File: config.mk
export PLATFORM = sky130hd
export DESIGN_NAME = move_to_front_list_unit
export DESIGN_NICKNAME = d
export VERILOG_FILES = /design/src/mtf_pkg.sv /design/src/mtf_ram.sv /design/src/move_to_front_list_unit.sv
export SDC_FILE = /design/constraint.sdc
export NUM_CORES = 1
export LEC_CHECK = 0
export BUFFER_PORTS_ARGS = -buffer_cell sky130_fd_sc_hd__buf_4
export CORE_MARGIN = 8
export CORE_UTILIZATION = 68
export CTS_CLUSTER_DIAMETER = 30
export DETAILED_ROUTE_END_ITERATION = 8
export GPL_ROUTABILITY_DRIVEN = 0
export PLACE_DENSITY_LB_ADDON = 0.08
export SLEW_MARGIN = 0
export SYNTH_ARGS = -nofsm -noshare
export SYNTH_HDL_FRONTEND = slang
export SYNTH_SLANG_ARGS = --single-unit
File: constraint.sdc
create_clock -name clk -period 10.3 [get_ports clk]
set_input_delay 1.03 -clock clk [delete_from_list [all_inputs] [get_ports clk]]
set_output_delay 1.03 -clock clk [all_outputs]
set_load 0.1 [all_outputs]
File: src/mtf_pkg.sv
// ----------------------------------------------------------------------------
// mtf_pkg
// shared types, operation and status codes for the move-to-front list unit
// ----------------------------------------------------------------------------
package mtf_pkg;

    localparam int DEPTH_DEF       = 16;
    localparam int VALUE_WIDTH_DEF = 32;

    typedef enum logic [1:0] {
        FUNC_INSERT = 2'd0,
        FUNC_DELETE = 2'd1,
        FUNC_SEARCH = 2'd2,
        FUNC_NONE   = 2'd3
    } func_t;

    typedef enum logic [1:0] {
        ST_OK        = 2'd0,
        ST_NOT_FOUND = 2'd1,
        ST_EMPTY     = 2'd2,
        ST_FULL      = 2'd3
    } status_t;

    typedef struct packed {
        logic [1:0]         func;
        logic signed [31:0] value;
    } req_t;

    typedef struct packed {
        logic [1:0] status;
        logic [3:0] hit_position;
        logic [4:0] entry_count;
    } rsp_t;

endpackage

File: src/mtf_ram.sv
// ----------------------------------------------------------------------------
// mtf_ram
// generic simple dual-port ram, one write and one registered read port
// ----------------------------------------------------------------------------
module mtf_ram #(
    parameter int WIDTH = 32,
    parameter int DEPTH = 16
) (
    input  logic                     clk,
    input  logic                     we,
    input  logic [$clog2(DEPTH)-1:0] waddr,
    input  logic [WIDTH-1:0]         wdata,
    input  logic [$clog2(DEPTH)-1:0] raddr,
    output logic [WIDTH-1:0]         rdata
);

    logic [WIDTH-1:0] mem [DEPTH];

    always_ff @(posedge clk)
    begin
        if (we)
        begin
            mem[waddr] <= wdata;
        end
        rdata <= mem[raddr];
    end

endmodule

File: src/move_to_front_list_unit.sv
// ----------------------------------------------------------------------------
// move_to_front_list_unit
// ordered list of up to DEPTH values kept in a ring buffer ram
// ----------------------------------------------------------------------------
// usage: drive req and raise start; the beat is taken when busy is low.
// every beat gives one result on rsp with done high for one cycle.
// insert and delete finish in the accept cycle; the result shows in the next
// cycle and busy stays low, so a new beat can follow at once.
// search walks the list from the front through the ram read port, with a
// read state and a compare state per entry looked at. a hit at position
// p > 0 then moves p entries back by one, each with a read and a write
// state, and a front state writes the value at the front. busy is high for
// the whole search.
// the front sits at a head pointer, so inserts cost no shifting.
// reset empties the list and clears head and count; ram contents are not
// cleared, only entries below the count are ever read.
// the receiver cannot stall: each result is valid for its one done cycle.
// ----------------------------------------------------------------------------
module move_to_front_list_unit #(
    parameter int DEPTH       = mtf_pkg::DEPTH_DEF,
    parameter int VALUE_WIDTH = mtf_pkg::VALUE_WIDTH_DEF
) (
    input  logic          clk,
    input  logic          rst_n,
    input  logic          start,
    output logic          busy,
    input  mtf_pkg::req_t req,
    output logic          done,
    output mtf_pkg::rsp_t rsp
);

    localparam int AW = $clog2(DEPTH);
    localparam int CW = $clog2(DEPTH + 1);
    localparam logic [AW:0]   DEPTH_W = (AW + 1)'(DEPTH);
    localparam logic [AW-1:0] LAST    = AW'(DEPTH - 1);
    localparam logic [CW-1:0] FULL_C  = CW'(DEPTH);

    typedef enum logic [2:0] {
        S_IDLE,
        S_RD,
        S_CMP,
        S_MRD,
        S_MWR,
        S_FRONT
    } state_t;

    state_t                 state_reg, state_next;
    logic [AW-1:0]          head_reg, head_next;
    logic [CW-1:0]          count_reg, count_next;
    logic [AW-1:0]          k_reg, k_next;
    logic [AW-1:0]          hit_reg, hit_next;
    logic [VALUE_WIDTH-1:0] val_reg, val_next;
    logic                   done_reg, done_next;
    mtf_pkg::rsp_t          rsp_reg, rsp_next;

    logic                   ram_we;
    logic [AW-1:0]          ram_waddr;
    logic [AW-1:0]          ram_raddr;
    logic [VALUE_WIDTH-1:0] ram_wdata;
    logic [VALUE_WIDTH-1:0] ram_rdata;

    logic [63:0]            val_ext;
    logic [VALUE_WIDTH-1:0] in_val;
    logic [AW-1:0]          head_dec;
    logic [AW-1:0]          k_dec;

    function automatic logic [AW-1:0] wrap_add(input logic [AW-1:0] a,
                                               input logic [AW-1:0] b);
        logic [AW:0] s;
        s = {1'b0, a} + {1'b0, b};
        if (s >= DEPTH_W)
        begin
            s = s - DEPTH_W;
        end
        return s[AW-1:0];
    endfunction

    function automatic mtf_pkg::rsp_t make_rsp(input mtf_pkg::status_t st,
                                               input logic [AW-1:0] hit,
                                               input logic [CW-1:0] cnt);
        mtf_pkg::rsp_t r;
        logic [AW+3:0] h;
        logic [CW+4:0] c;
        h = {4'b0, hit};
        c = {5'b0, cnt};
        r.status       = st;
        r.hit_position = h[3:0];
        r.entry_count  = c[4:0];
        return r;
    endfunction

    assign val_ext  = {{32{req.value[31]}}, req.value};
    assign in_val   = val_ext[VALUE_WIDTH-1:0];
    assign head_dec = (head_reg == '0) ? LAST : head_reg - 1'b1;
    assign k_dec    = k_reg - 1'b1;

    mtf_ram #(
        .WIDTH (VALUE_WIDTH),
        .DEPTH (DEPTH)
    ) u_ram (
        .clk   (clk),
        .we    (ram_we),
        .waddr (ram_waddr),
        .wdata (ram_wdata),
        .raddr (ram_raddr),
        .rdata (ram_rdata)
    );

    always_comb
    begin
        state_next = state_reg;
        head_next  = head_reg;
        count_next = count_reg;
        k_next     = k_reg;
        hit_next   = hit_reg;
        val_next   = val_reg;
        done_next  = 1'b0;
        rsp_next   = rsp_reg;
        ram_we     = 1'b0;
        ram_waddr  = head_dec;
        ram_wdata  = in_val;
        ram_raddr  = wrap_add(head_reg, k_reg);

        unique case (state_reg)
            S_IDLE:
            begin
                if (start)
                begin
                    val_next  = in_val;
                    done_next = 1'b1;
                    case (req.func)
                        mtf_pkg::FUNC_INSERT:
                        begin
                            if (count_reg == FULL_C)
                            begin
                                rsp_next = make_rsp(mtf_pkg::ST_FULL, '0, count_reg);
                            end
                            else
                            begin
                                ram_we     = 1'b1;
                                head_next  = head_dec;
                                count_next = count_reg + 1'b1;
                                rsp_next   = make_rsp(mtf_pkg::ST_OK, '0,
                                                      count_reg + 1'b1);
                            end
                        end
                        mtf_pkg::FUNC_DELETE:
                        begin
                            if (count_reg == '0)
                            begin
                                rsp_next = make_rsp(mtf_pkg::ST_EMPTY, '0, count_reg);
                            end
                            else
                            begin
                                count_next = count_reg - 1'b1;
                                rsp_next   = make_rsp(mtf_pkg::ST_OK, '0,
                                                      count_reg - 1'b1);
                            end
                        end
                        mtf_pkg::FUNC_SEARCH:
                        begin
                            if (count_reg == '0)
                            begin
                                rsp_next = make_rsp(mtf_pkg::ST_NOT_FOUND, '0,
                                                    count_reg);
                            end
                            else
                            begin
                                done_next  = 1'b0;
                                k_next     = '0;
                                state_next = S_RD;
                            end
                        end
                        default:
                        begin
                            rsp_next = make_rsp(mtf_pkg::ST_OK, '0, count_reg);
                        end
                    endcase
                end
            end
            S_RD:
            begin
                state_next = S_CMP;
            end
            S_CMP:
            begin
                if (ram_rdata == val_reg)
                begin
                    hit_next = k_reg;
                    if (k_reg == '0)
                    begin
                        done_next  = 1'b1;
                        rsp_next   = make_rsp(mtf_pkg::ST_OK, '0, count_reg);
                        state_next = S_IDLE;
                    end
                    else
                    begin
                        state_next = S_MRD;
                    end
                end
                else if (CW'(k_reg) + 1'b1 == count_reg)
                begin
                    done_next  = 1'b1;
                    rsp_next   = make_rsp(mtf_pkg::ST_NOT_FOUND, '0, count_reg);
                    state_next = S_IDLE;
                end
                else
                begin
                    k_next     = k_reg + 1'b1;
                    state_next = S_RD;
                end
            end
            S_MRD:
            begin
                ram_raddr  = wrap_add(head_reg, k_dec);
                state_next = S_MWR;
            end
            S_MWR:
            begin
                ram_we     = 1'b1;
                ram_waddr  = wrap_add(head_reg, k_reg);
                ram_wdata  = ram_rdata;
                k_next     = k_dec;
                state_next = (k_dec == '0) ? S_FRONT : S_MRD;
            end
            S_FRONT:
            begin
                ram_we     = 1'b1;
                ram_waddr  = head_reg;
                ram_wdata  = val_reg;
                done_next  = 1'b1;
                rsp_next   = make_rsp(mtf_pkg::ST_OK, hit_reg, count_reg);
                state_next = S_IDLE;
            end
            default:
            begin
                state_next = S_IDLE;
            end
        endcase
    end

    always_ff @(posedge clk or negedge rst_n)
    begin
        if (!rst_n)
        begin
            state_reg <= S_IDLE;
            head_reg  <= '0;
            count_reg <= '0;
            done_reg  <= 1'b0;
        end
        else
        begin
            state_reg <= state_next;
            head_reg  <= head_next;
            count_reg <= count_next;
            done_reg  <= done_next;
        end
    end

    always_ff @(posedge clk)
    begin
        k_reg   <= k_next;
        hit_reg <= hit_next;
        val_reg <= val_next;
        rsp_reg <= rsp_next;
    end

    assign busy = (state_reg != S_IDLE);
    assign done = done_reg;
    assign rsp  = rsp_reg;

endmodule
---- Word level (Yosys, flattened, before mapping) ----
Memory sizes are Yosys's and may differ from the RTL's. A register that Yosys moved wholly into a read port is not among the register bits.
Cells that the tools add are included.
storage, ports and cells
  bits in registers ....................... 64
  RAM bits ................................ 512
  input bits .............................. 37
  output and inout bits ................... 13
  logic and storage cells ................. 107
  memories kept ........................... 1
operators by class
  add/sub/neg operators ................... 10
  $lt $le $gt $ge ......................... 2
  eq/ne operators ......................... 20
  mux-type cells .......................... 45
  bitwise logic cells ..................... 1
  reduce and logical (&&, ||, !) cells .... 18
memories
  memory     depth  bits a word  rd ports  clocked after Yosys merged registers in  wr ports  RTL line       text
  u_ram.mem  16     32           1         1                                        1         mtf_ram.sv:17  logic [WIDTH-1:0] mem [DEPTH];
operators with widths
  operator                                           count
  2-to-1 mux 11 bit                                  7
  one-hot mux 11 bit (3 select lines)                2
  one-hot mux 32 bit (2 select lines)                1
  2-to-1 mux 4 bit                                   9
  == test 32 bit                                     1
  subtractor 4 x 1 -> 4 bit (second input constant)  4
  2-to-1 mux 3 bit                                   5
  one-hot mux 3 bit (5 select lines)                 1
  logical NOT 4 bit                                  3
  2-to-1 mux 1 bit                                   12
  != test 2 bit (second input constant)              6
  one-hot mux 4 bit (3 select lines)                 1
  adder 4 x 4 -> 5 bit                               2
  >= comparator 5 bit (second input constant)        2
  2-to-1 mux 5 bit                                   2
  one-hot mux 5 bit (2 select lines)                 1
  AND reduction 5 bit                                2
  != test 3 bit (second input constant)              3
  nonzero test 3 bit                                 3
  one-hot mux 4 bit (2 select lines)                 1
  == test 3 x 2 -> 1 bit (second input constant)     2
  == test 3 bit (second input constant)              2
  AND reduction 6 bit                                1
  adder 4 x 1 -> 5 bit (second input constant)       1
  21 further kinds                                   22

---- Logic depth before layout (Yosys ltp) ----
Gate-level depths: netlist of the first run.
  depth after elaboration ................. 7
  depth in mapped cells ................... 14
  gate-level depth less buffers ........... 10

---- Hierarchy ----
From an unflattened synthesis of the first run, not the netlist that was laid out.
unflattened totals
  cells, all modules ...................... 1262
  area total of the unflattened synthesis .. 24113.1 sq um
modules (own cells, without submodules)
  module                   instances  cells each  area each (sq um)  sequential area each (sq um)
  mtf_ram                  1          838         19835.3            16015.4
  move_to_front_list_unit  1          424         4277.9             1856.8

---- Least setup slack after synthesis of the first run ----
OpenSTA, ideal clock, no wires.
  path type ............................... input to register
  start point ............................. input start
  end point ............................... memory u_ram.mem[13][0], enable pin
  setup time .............................. 0.461 ns
  data arrival time ....................... 4.760 ns
  required time ........................... 9.839 ns
  setup slack ............................. 5.079 ns
  stages .................................. 6
  path buffers ............................ 0
  cell sequence ........................... nand2_1 -> inv_1 -> nor4b_4 -> and2_1 -> a22oi_1 -> nor3_1
between the ends
  longest elaborated chain between the ends .. 4
RTL lines
  element                                 RTL line                        text
  start, declared                         move_to_front_list_unit.sv:25   input logic start,
  2-to-1 mux 1 bit                        move_to_front_list_unit.sv:127  if (start)
  one-hot mux 1 bit (2 select lines)      move_to_front_list_unit.sv:124  unique case (state_reg)
  2-to-1 mux 1 bit                        mtf_ram.sv:21                   if (we)
  2-to-1 mux 1 bit (not written as such)  mtf_ram.sv:23                   mem[waddr] <= wdata;
  end, declared                           mtf_ram.sv:17
Every way passes these cells.

---- Worst setup path after layout of the first run ----
  start point ............................. register k_reg[0]
  end point ............................... register u_ram.rdata[30], read port of u_ram.mem
between the ends
  longest elaborated chain between the ends .. 5
  elaborated cells between the ends (all ways) .. 10
  classes of those cells .................. add/sub (5); order compare (2); mux (3)
RTL lines
  element                                                                  RTL line                                                      text
  start, declared                                                          move_to_front_list_unit.sv:50                                 logic [AW-1:0] k_reg, k_next;
  start signal, assigned                                                   move_to_front_list_unit.sv:262                                k_reg <= k_next;
  subtractor 4 x 1 -> 4 bit                                                move_to_front_list_unit.sv:95                                 assign k_dec = k_reg - 1'b1;
  adder 4 x 4 -> 5 bit                                                     move_to_front_list_unit.sv:70                                 s = {1'b0, a} + {1'b0, b};
  subtractor 4 x 1 -> 4 bit / >= comparator 5 bit (equally long branches)  move_to_front_list_unit.sv:73, move_to_front_list_unit.sv:71
  2-to-1 mux 4 bit                                                         move_to_front_list_unit.sv:71                                 if (s >= DEPTH_W)
  2-to-1 mux 4 bit (*)                                                     move_to_front_list_unit.sv:124
  end, declared                                                            mtf_ram.sv:14                                                 output logic [WIDTH-1:0] rdata
Every way passes the cells marked *; elsewhere a longest branch is shown, timed or not.
A chain may end at the register's enable or synchronous reset.

==> results of run 1 <==
==> placed cells by master (no fill, tap or decap), types with 6 or more instances in the layout <==
cell type / instances
clkbuf_16: 111
a21oi_1: 81
nor3_1: 168
and3_1: 7
nand4_1: 9
dfrtp_1: 12
nand3_1: 9
buf_4: 117
o32ai_1: 6
inv_1: 14
clkinvlp_4: 14
clkinv_2: 12
nor2_1: 53
clkbuf_8: 11
a22oi_1: 34
dfxtp_1: 32
nand2b_1: 9
edfxtp_1: 563
clkinv_4: 11
nor3_2: 8
clkinv_1: 8
nor4_1: 34
clkbuf_1: 12
mux4_2: 29
ha_1: 11
bufinv_16: 16
nand2_1: 191
o21ai_0: 74
mux2i_1: 224
xnor2_1: 45
o22ai_1: 285
inv_6: 10
==> stage by stage <==
| stage | utilization [%] | hold WS, ns | cells |
|---|---|---|---|
| floorplan | - | 0.424 | 2148 |
| global placement | 71.2 | 0.531 | 2637 |
| detailed placement | 71.2 | 0.541 | 2637 |
| CTS | 80.7 | 0.214 | 2843 |
| global route | 80.7 | 0.239 | 2843 |
| finish | 80.7 | 0.233 | 2843 |
==> kinds of logic (layout without fill, tap and decap cells) <==
group	after synthesis	in the layout	share of synthesized area (%)
flops	608	608	64.0
simple gates	524	524	8.80
mux	258	258	10.8
buf+inv	178	341	2.76
xor+xnor	54	54	1.69
compound gates	512	512	11.2
fa+ha+maj	14	14	0.681
==> cells in the mapped netlist (all sizes together), types with 8 or more instances <==
cell type	n
nand2	195
mux4	33
nor4	34
ha	12
and2	9
nand3	12
nand2b	10
nor2	53
and3	8
nand4	9
dfrtp	13
o21ai	75
nor3	176
inv	15
mux2i	225
edfxtp	563
o22ai	285
a22oi	34
a21oi	81
dfxtp	32
xnor2	48
buf	60
clkbuf	102
==> worst paths after layout <==
kind	startpoint	end	slack (ns)	depth (start not counted)
worst max-delay path	k_reg[0]	u_ram.rdata[30]	4.82	11
worst min-delay path	rst_n	head_reg[0]	0.23	1
min in group clk	hit_reg[0]	rsp[5]	0.54	1
max in group asynchronous	rst_n	state_reg[0]	9.86	1
worst max register to register	k_reg[0]	u_ram.rdata[30]	4.82	11
worst min register to register	hit_reg[0]	rsp[5]	0.54	1
==> per-layer routing <==
metal / part of all wire [%] / track usage (%) / vias to the layer above
met5: 0 / 0 / -
met1: 36 / 41.6 / 9932
met4: 4.5 / 16.8 / 0
li1: - / - / 8669
met3: 12 / 6.98 / 292
met2: 48 / 51.5 / 1541
==> critical path, stage by stage (launching register included) <==
cell and delay, ns:
edfxtp_1 0.57, inv_1 0.18, ha_1 0.41, fa_1 0.43, xnor2_2 0.22, buf_12 0.72
nand2b_4 0.61, buf_4 0.85, and2_1 0.37, mux4_2 0.58, nor3_1 0.21, nor3_1 0.08
==> area by class of cell <==
type,instances,area [sq um],share of cell area (%)
repair buffers,119,918,2.80
inverters,16,60.1,0.183
flip-flops and latches,608,17900,54.5
multi-input cells,1362,9440,28.8
clock inverters,72,888,2.71
clock buffers,134,2970,9.06
well taps,532,666,2.03
==> metrics, run 1 <==
outcome finished, final reports clean; Setup TNS Final 0 ns; Tcrit/Tclk final 53.2%; Final Hold Viols 0; RSZ-0062 raised after global routing no; Syn Std Cell Area 27900 sq um; Worst Skew 0.0250 ns; antenna-violating nets left 0; vias in the first global route slightly above 20000; htree depth 3; HP Class primary input to async pin; Max Clk Rate 182 MHz; post-place instance area 29000 sq um; Seq/Total Area, Yosys 64.0%; global route overflow 0; CTS resizes 0; CP arrival 6.01 ns; max-slew violations 0; cell row count 74; Area Growth Syn to Fin 17.6%; CTS buffer count 109; max FFs per register 512; Worst-Skew Late Latency ~0.65 ns; clock-pin slew on the worst setup and hold paths roughly 0.05 ns; first-iteration detailed-routing DRC count 3081; fraction of layout cells with a size suffix above 1 roughly 16%; largest net degree at the start of global routing 129; Post-Syn Nets between 2000 and 2500; DR pass1 iterations 6; Critical Path Source Type flop; Max Fanout on Critical Path 128; hold_buf cts 0; Final HPWL DP approximately 41000 um; CTS sink cnt between 600 and 700; filler cell count 2170; Async SR Flop Fraction between 2 and 2.5%; Die W 219 um; Setup-failing EPs final 0; final wirelength 78700 um; max cap viols 0; Post-synth EDFFs 563; Avg Inst Size Synth between 10 and 15 sq um; Nets approximately 2300; crit path kind flop to flop; Req. time, crit path around 11 ns; # Post-CTS Setup Buffers 0; Cells after Synth 2148; Wirelength per Cell 27.7 um; Yosys top cell area share around three fifths; die height 219 um; final worst path period need between 5 and 6 ns; number of synthesized register bits 608; Initial Utilization between 60% and 70%; drc violations 0; I/O pin total 50; post-route cell area about 33000 sq um; antenna diode count 0; total number of vias 20400; synth top area cells edfxtp_1, mux2i_1, o22ai_1; YS warnings 0; initial antenna violation count 0; worst setup margin a little under 5 ns; core area 40600 sq um; Post-synth top flop edfxtp_1; slew of the pin with the lowest slew margin 1.23 ns; clk root buf clkbuf_16; All-Layer GR Usage 32.3%; pre-CTS setup slack 4.99 ns; overall die area 47800 sq um; distinct cell type count after synthesis 59; vias per cell 7.19; clock buffer depth 3; number of I/O port buffers 49; first-pass GRT wire length 117000 um; crit end category flop; area leader, netlist edfxtp_1; slew margin rel. 18.2%; CTS tree built
Power of run 1 is not shown: default switching activity piles up to over one toggle a cycle in this logic, so the estimate is an artifact.
==> inputs of run 2 (changes only) <==
CORE_UTILIZATION = 57   (was 68)
clock period = 4.7 ns   (was 10.3 ns; I/O delays follow)
==> run 2 against run 1 <==
Compared with the run above:
- global-route usage is 4.7 points lower
- cell area is 2.9% higher
- register-to-register slack worse by 4.2 ns
- sequential share of layout area is 1.5 points lower
==> metrics, run 2 (synthesized netlist as in run 1, its figures left out) <==
R2R Setup Slk 0.64 ns (-4.18 ns); Max Clk Rate 246 MHz (+35%); launching point of the worst reg2reg path count_reg[1]; vias per cell 6.71 (-6.6%); # Post-CTS Setup Buffers 0 (unchanged); Setup-failing EPs final 0 (unchanged); total number of vias 20100 (-1.9%); htree depth 3 (unchanged); final wirelength 79400 um (+0.89%); Critical Path Source Type flop; Max Fanout on Critical Path 19 (-85%); fraction of layout cells with a size suffix above 1 17.7% (+1.7 points); critical register-to-register path endpoint u_ram.mem[4][22]; first-iteration detailed-routing DRC count 2410 (-22%); Worst-Skew Late Latency 0.65 ns (about the same); Die W 237 um (+8.5%); outcome finished, final reports clean; Req. time, crit path 5.03 ns (-5.80 ns); crit end category flop; clk root buf clkbuf_16; antenna-violating nets left 0 (unchanged); die height 237 um (+8.5%); initial antenna violation count 0 (unchanged); Worst Skew 0.0155 ns (-0.00954 ns); max-slew violations 0 (unchanged); filler cell count 3298 (+52%); antenna diode count 0 (unchanged); RSZ-0062 raised after global routing no; CP arrival 4.39 ns (-1.62 ns); core area 48600 sq um (+20%); drc violations 0 (unchanged); cell row count 81 (+9.5%); FF-to-FF path depth 9 (-2); HP Class primary input to flop; All-Layer GR Usage 27.6% (-4.7 points); number of I/O port buffers 49 (unchanged); clock buffer depth 3 (unchanged); slew of the pin with the lowest slew margin 1.10 ns (-0.125 ns); largest net degree at the start of global routing 109 (-16%); Wirelength per Cell 26.6 um (-4.0%); DR pass1 iterations 5 (-1); Final HPWL DP 44500 um (+7.8%); max cap viols 0 (unchanged); I/O pin total 50 (unchanged); max FFs per register 512 (unchanged); Area Growth Syn to Fin 20.9%; Tcrit/Tclk final 86.4% (+33 points); vias in the first global route 19800 (-2.9%); Worst Hold Path EP val_reg[25]; final worst path period need 4.06 ns (-1.42 ns); first-pass GRT wire length 118000 um (+0.77%); crit path kind flop to flop; clock-pin slew on the worst setup and hold paths 0.05 ns (about the same); slew margin rel. 26.1% (+7.9 points); Hold Path Depth 1; CTS tree built; worst setup margin 0.637 ns (-4.18 ns); CTS sink cnt 608 (unchanged); Initial Utilization 57.4% (-11 points); most frequent cells in the layout edfxtp_1, o22ai_1, mux2i_1, nand2_1, nor3_1; Nets 2312 (+2.0%); global route overflow 0 (unchanged); most common cell after layout, fill and taps aside edfxtp_1; minimum hold slack 0.0249 ns (-0.208 ns); CTS buffer count 118 (+8.3%); Hold Startpoint req[25]; Final Hold Viols 0 (unchanged); overall die area 56300 sq um (+18%); pre-CTS setup slack 0.724 ns (-4.26 ns)
## run 2: cell types whose count changed in the layout (fill, tap and decap cells not counted), sizes merged
cell         before  now
buf             119  144
bufinv           16   22
clkbuf          134  131
clkinv           33   45
clkinvlp         14    8
dlygate4sd3       0   11
inv              25   34
## run 2: cell type report
cell class | count | area, sq um | share of cell area (%)
flip-flops and latches | 608 | 17900 | 52.9
clock inverters | 93 | 1150 | 3.42
multi-input cells | 1362 | 9470 | 28.0
inverters | 16 | 60.1 | 0.178
repair buffers | 155 | 1340 | 3.97
well taps | 622 | 778 | 2.31
clock buffers | 131 | 3080 | 9.14
## run 2: layer usage
metal	part of all wire (%)	global-route usage, %	wire length [um]
met5	0	0	0
met4	3.1	11.9	2450
met3	9.7	5.00	7710
met2	47	43.2	36900
met1	41	37.9	32300
## run 2: metrics by stage
stage                     area (sq um)  std cells  TNS [ns]  util [%]
after floorplan                  27900       2148    -29.53         -
after global placement           29400       2752         0      60.5
after detailed placement         29400       2752         0      60.5
after CTS                        33800       2987         0      69.4
after global routing             33800       2987         0      69.4
final                            33800       2987         0      69.4
## run 2: repair_timing
action	CTS	global route
hold buffers	11	0
endpoints found under the setup margin	0	0
gates resized for setup	0	0
endpoints found under the hold margin	23	0
## run 2: critical path: stages (launching register included)
cell and delay [ns]:
dfrtp_1 0.60, inv_1 0.11, ha_1 0.25, and4bb_2 0.29, nor4b_4 0.37, nand2b_1 0.12
and2_1 0.29, o32ai_1 0.57, and2_2 0.72, buf_4 0.39
## run 2: worst max path at each step
stage          slack (ns)          endpoint         start
2_1_floorplan       -0.25  u_ram.mem[13][0]  state_reg[1]
3_3_place_gp         0.86   u_ram.mem[4][7]  count_reg[1]
3_5_place_dp         0.72   u_ram.mem[4][7]  count_reg[1]
4_1_cts              0.72  u_ram.mem[4][19]  count_reg[1]
5_1_grt              0.45   u_ram.mem[4][3]  count_reg[1]
6_report             0.64  u_ram.mem[4][22]  count_reg[1]
Power of run 2 is left out for the same reason.
==> inputs of run 3 (changes only) <==
CORE_UTILIZATION = 40   (was 57)
==> run 3 against run 2 <==
Compared with the run above:
- register-to-register slack better by 0.03 ns
- count of clock-buffer cells in the layout up 45
- cell area up 4.1%
- critical endpoint is now u_ram.rdata[24]
==> metrics, run 3 (synthesized netlist as in run 1, its figures left out) <==
Worst Skew 0.0212 ns (+0.00571 ns); CTS tree built; All-Layer GR Usage 22.0% (-5.6 points); Die W 280 um (+18%); Setup-failing EPs final 0 (unchanged); post-place instance area 29900 sq um (+1.8%); RSZ-0062 raised after global routing no; Final HPWL DP 50700 um (+14%); most frequent cells in the layout edfxtp_1, o22ai_1, mux2i_1, nand2_1, nor3_1; CP arrival 4.63 ns (+0.24 ns); core area 69500 sq um (+43%); total number of vias 19800 (-1.2%); first-iteration detailed-routing DRC count 1543 (-36%); slew margin rel. 19.7% (-6.4 points); number of I/O port buffers 49 (unchanged); max-slew violations 0 (unchanged); Req. time, crit path 5.30 ns (+0.27 ns); Nets 2363 (+2.2%); area of the multi-input gates 9480 sq um (+0.11%); outcome finished, final reports clean; vias per cell 5.88 (-12%); I/O pin total 50 (unchanged); Wirelength per Cell 26.0 um (-2.1%); fraction of layout cells with a size suffix above 1 18.1% (+0.36 points); initial antenna violation count 1 (+1); HP Class primary input to flop; final wirelength 87700 um (+10%); Worst-Skew Late Latency 0.70 ns (+0.05 ns); antenna diode count 0 (unchanged); first-pass GRT wire length 128000 um (+8.0%); clock buffer depth 3 (unchanged); clock-pin slew on the worst setup and hold paths 0.04 ns (about the same); max cap viols 0 (unchanged); Storage cell area 17900 sq um (about the same); most common cell after layout, fill and taps aside edfxtp_1; Final Hold Viols 0 (unchanged); filler cell count 5949 (+80%); largest net degree at the start of global routing 64 (-41%); slew of the pin with the lowest slew margin 1.20 ns (+0.0954 ns); final non-filler cell total 3369 (+13%); antenna-violating nets left 0 (unchanged); Initial Utilization 40.1% (-17 points); placed cells 3077 (+12%); clk root buf clkbuf_16; CTS sink cnt 608 (unchanged); Tcrit/Tclk final 85.8% (-0.68 points); Area Growth Syn to Fin 25.9%; minimum hold slack 0.153 ns (+0.128 ns); die height 280 um (+18%); htree depth 4 (+1); CTS buffer count 140 (+19%); Max Fanout on Critical Path 14 (-5); crit path kind flop to flop; final worst path period need 4.03 ns (-0.0321 ns); vias in the first global route 19600 (-0.91%); crit end category flop; Max Clk Rate 248 MHz (+0.80%); Critical Path Source Type flop; CTS resizes 0 (unchanged); post-route cell area 35100 sq um (+4.1%); DR pass1 iterations 6 (+1); global route overflow 0 (unchanged); R2R Setup Slk 0.67 ns (+0.03 ns); drc violations 0 (unchanged); max FFs per register 512 (unchanged); overall die area 78500 sq um (+39%); cell row count 97 (+20%)
==> run 3: cell count changes in the layout (fill, tap and decap cells not counted), sizes merged <==
cell         change
dlygate4sd3     +22
buf              +7
clkinv           -2
clkbuf          +45
inv              -8
==> run 3: cell type report <==
class	instances	share of cell area [%]
clock buffers	176	10.7
well taps	940	3.35
inverters	16	0.171
flip-flops and latches	608	50.9
repair buffers	184	4.81
multi-input cells	1362	27.0
clock inverters	83	3.17
==> run 3: worst max-delay path, stage by stage, from the launching register on <==
cell	delay [ns]
edfxtp_1	0.57
inv_1	0.18
ha_1	0.43
fa_1	0.62
mux2i_4	0.64
nand2_2	0.55
buf_4	0.41
nor3_1	0.23
nor3_1	0.07
a22oi_1	0.21
==> run 3: timing repair <==
action                    in CTS  in global routing
hold endpoints to repair      45                  0
setup buffers                  0                  0
hold buffers                  33                  0
==> run 3: per-stage QoR <==
| stage | utilization (%) | TNS (ns) | setup slack, ns |
|---|---|---|---|
| 2_1_floorplan | - | -29.53 | -0.255 |
| 3_3_place_gp | 43.1 | 0 | 0.796 |
| 3_5_place_dp | 43.1 | 0 | 0.671 |
| 4_1_cts | 50.5 | 0 | 0.600 |
| 5_1_grt | 50.5 | 0 | 0.506 |
| 6_report | 50.5 | 0 | 0.669 |
==> run 3: worst paths after layout <==
check	startpoint	endpoint	depth (start not counted)
hold reg to reg	hit_reg[3]	rsp[8]	1
min in group asynchronous	rst_n	count_reg[0]	2
setup / recovery	k_reg[0]	u_ram.rdata[24]	9
max in group asynchronous	rst_n	state_reg[0]	2
hold / removal	req[32]	count_reg[4]	2
setup reg to reg	k_reg[0]	u_ram.rdata[24]	9
==> run 3: metal layers <==
metal  global-route usage, %  routed length (um)  vias to the layer above
li1                        -                   -                     8902
met1                    28.6               37000                     9977
met2                    36.9               43000                      780
met3                    4.20                5700                      148
met4                    7.57                2050                        0
met5                       0                   0                        -
Power of run 3 is left out for the same reason.
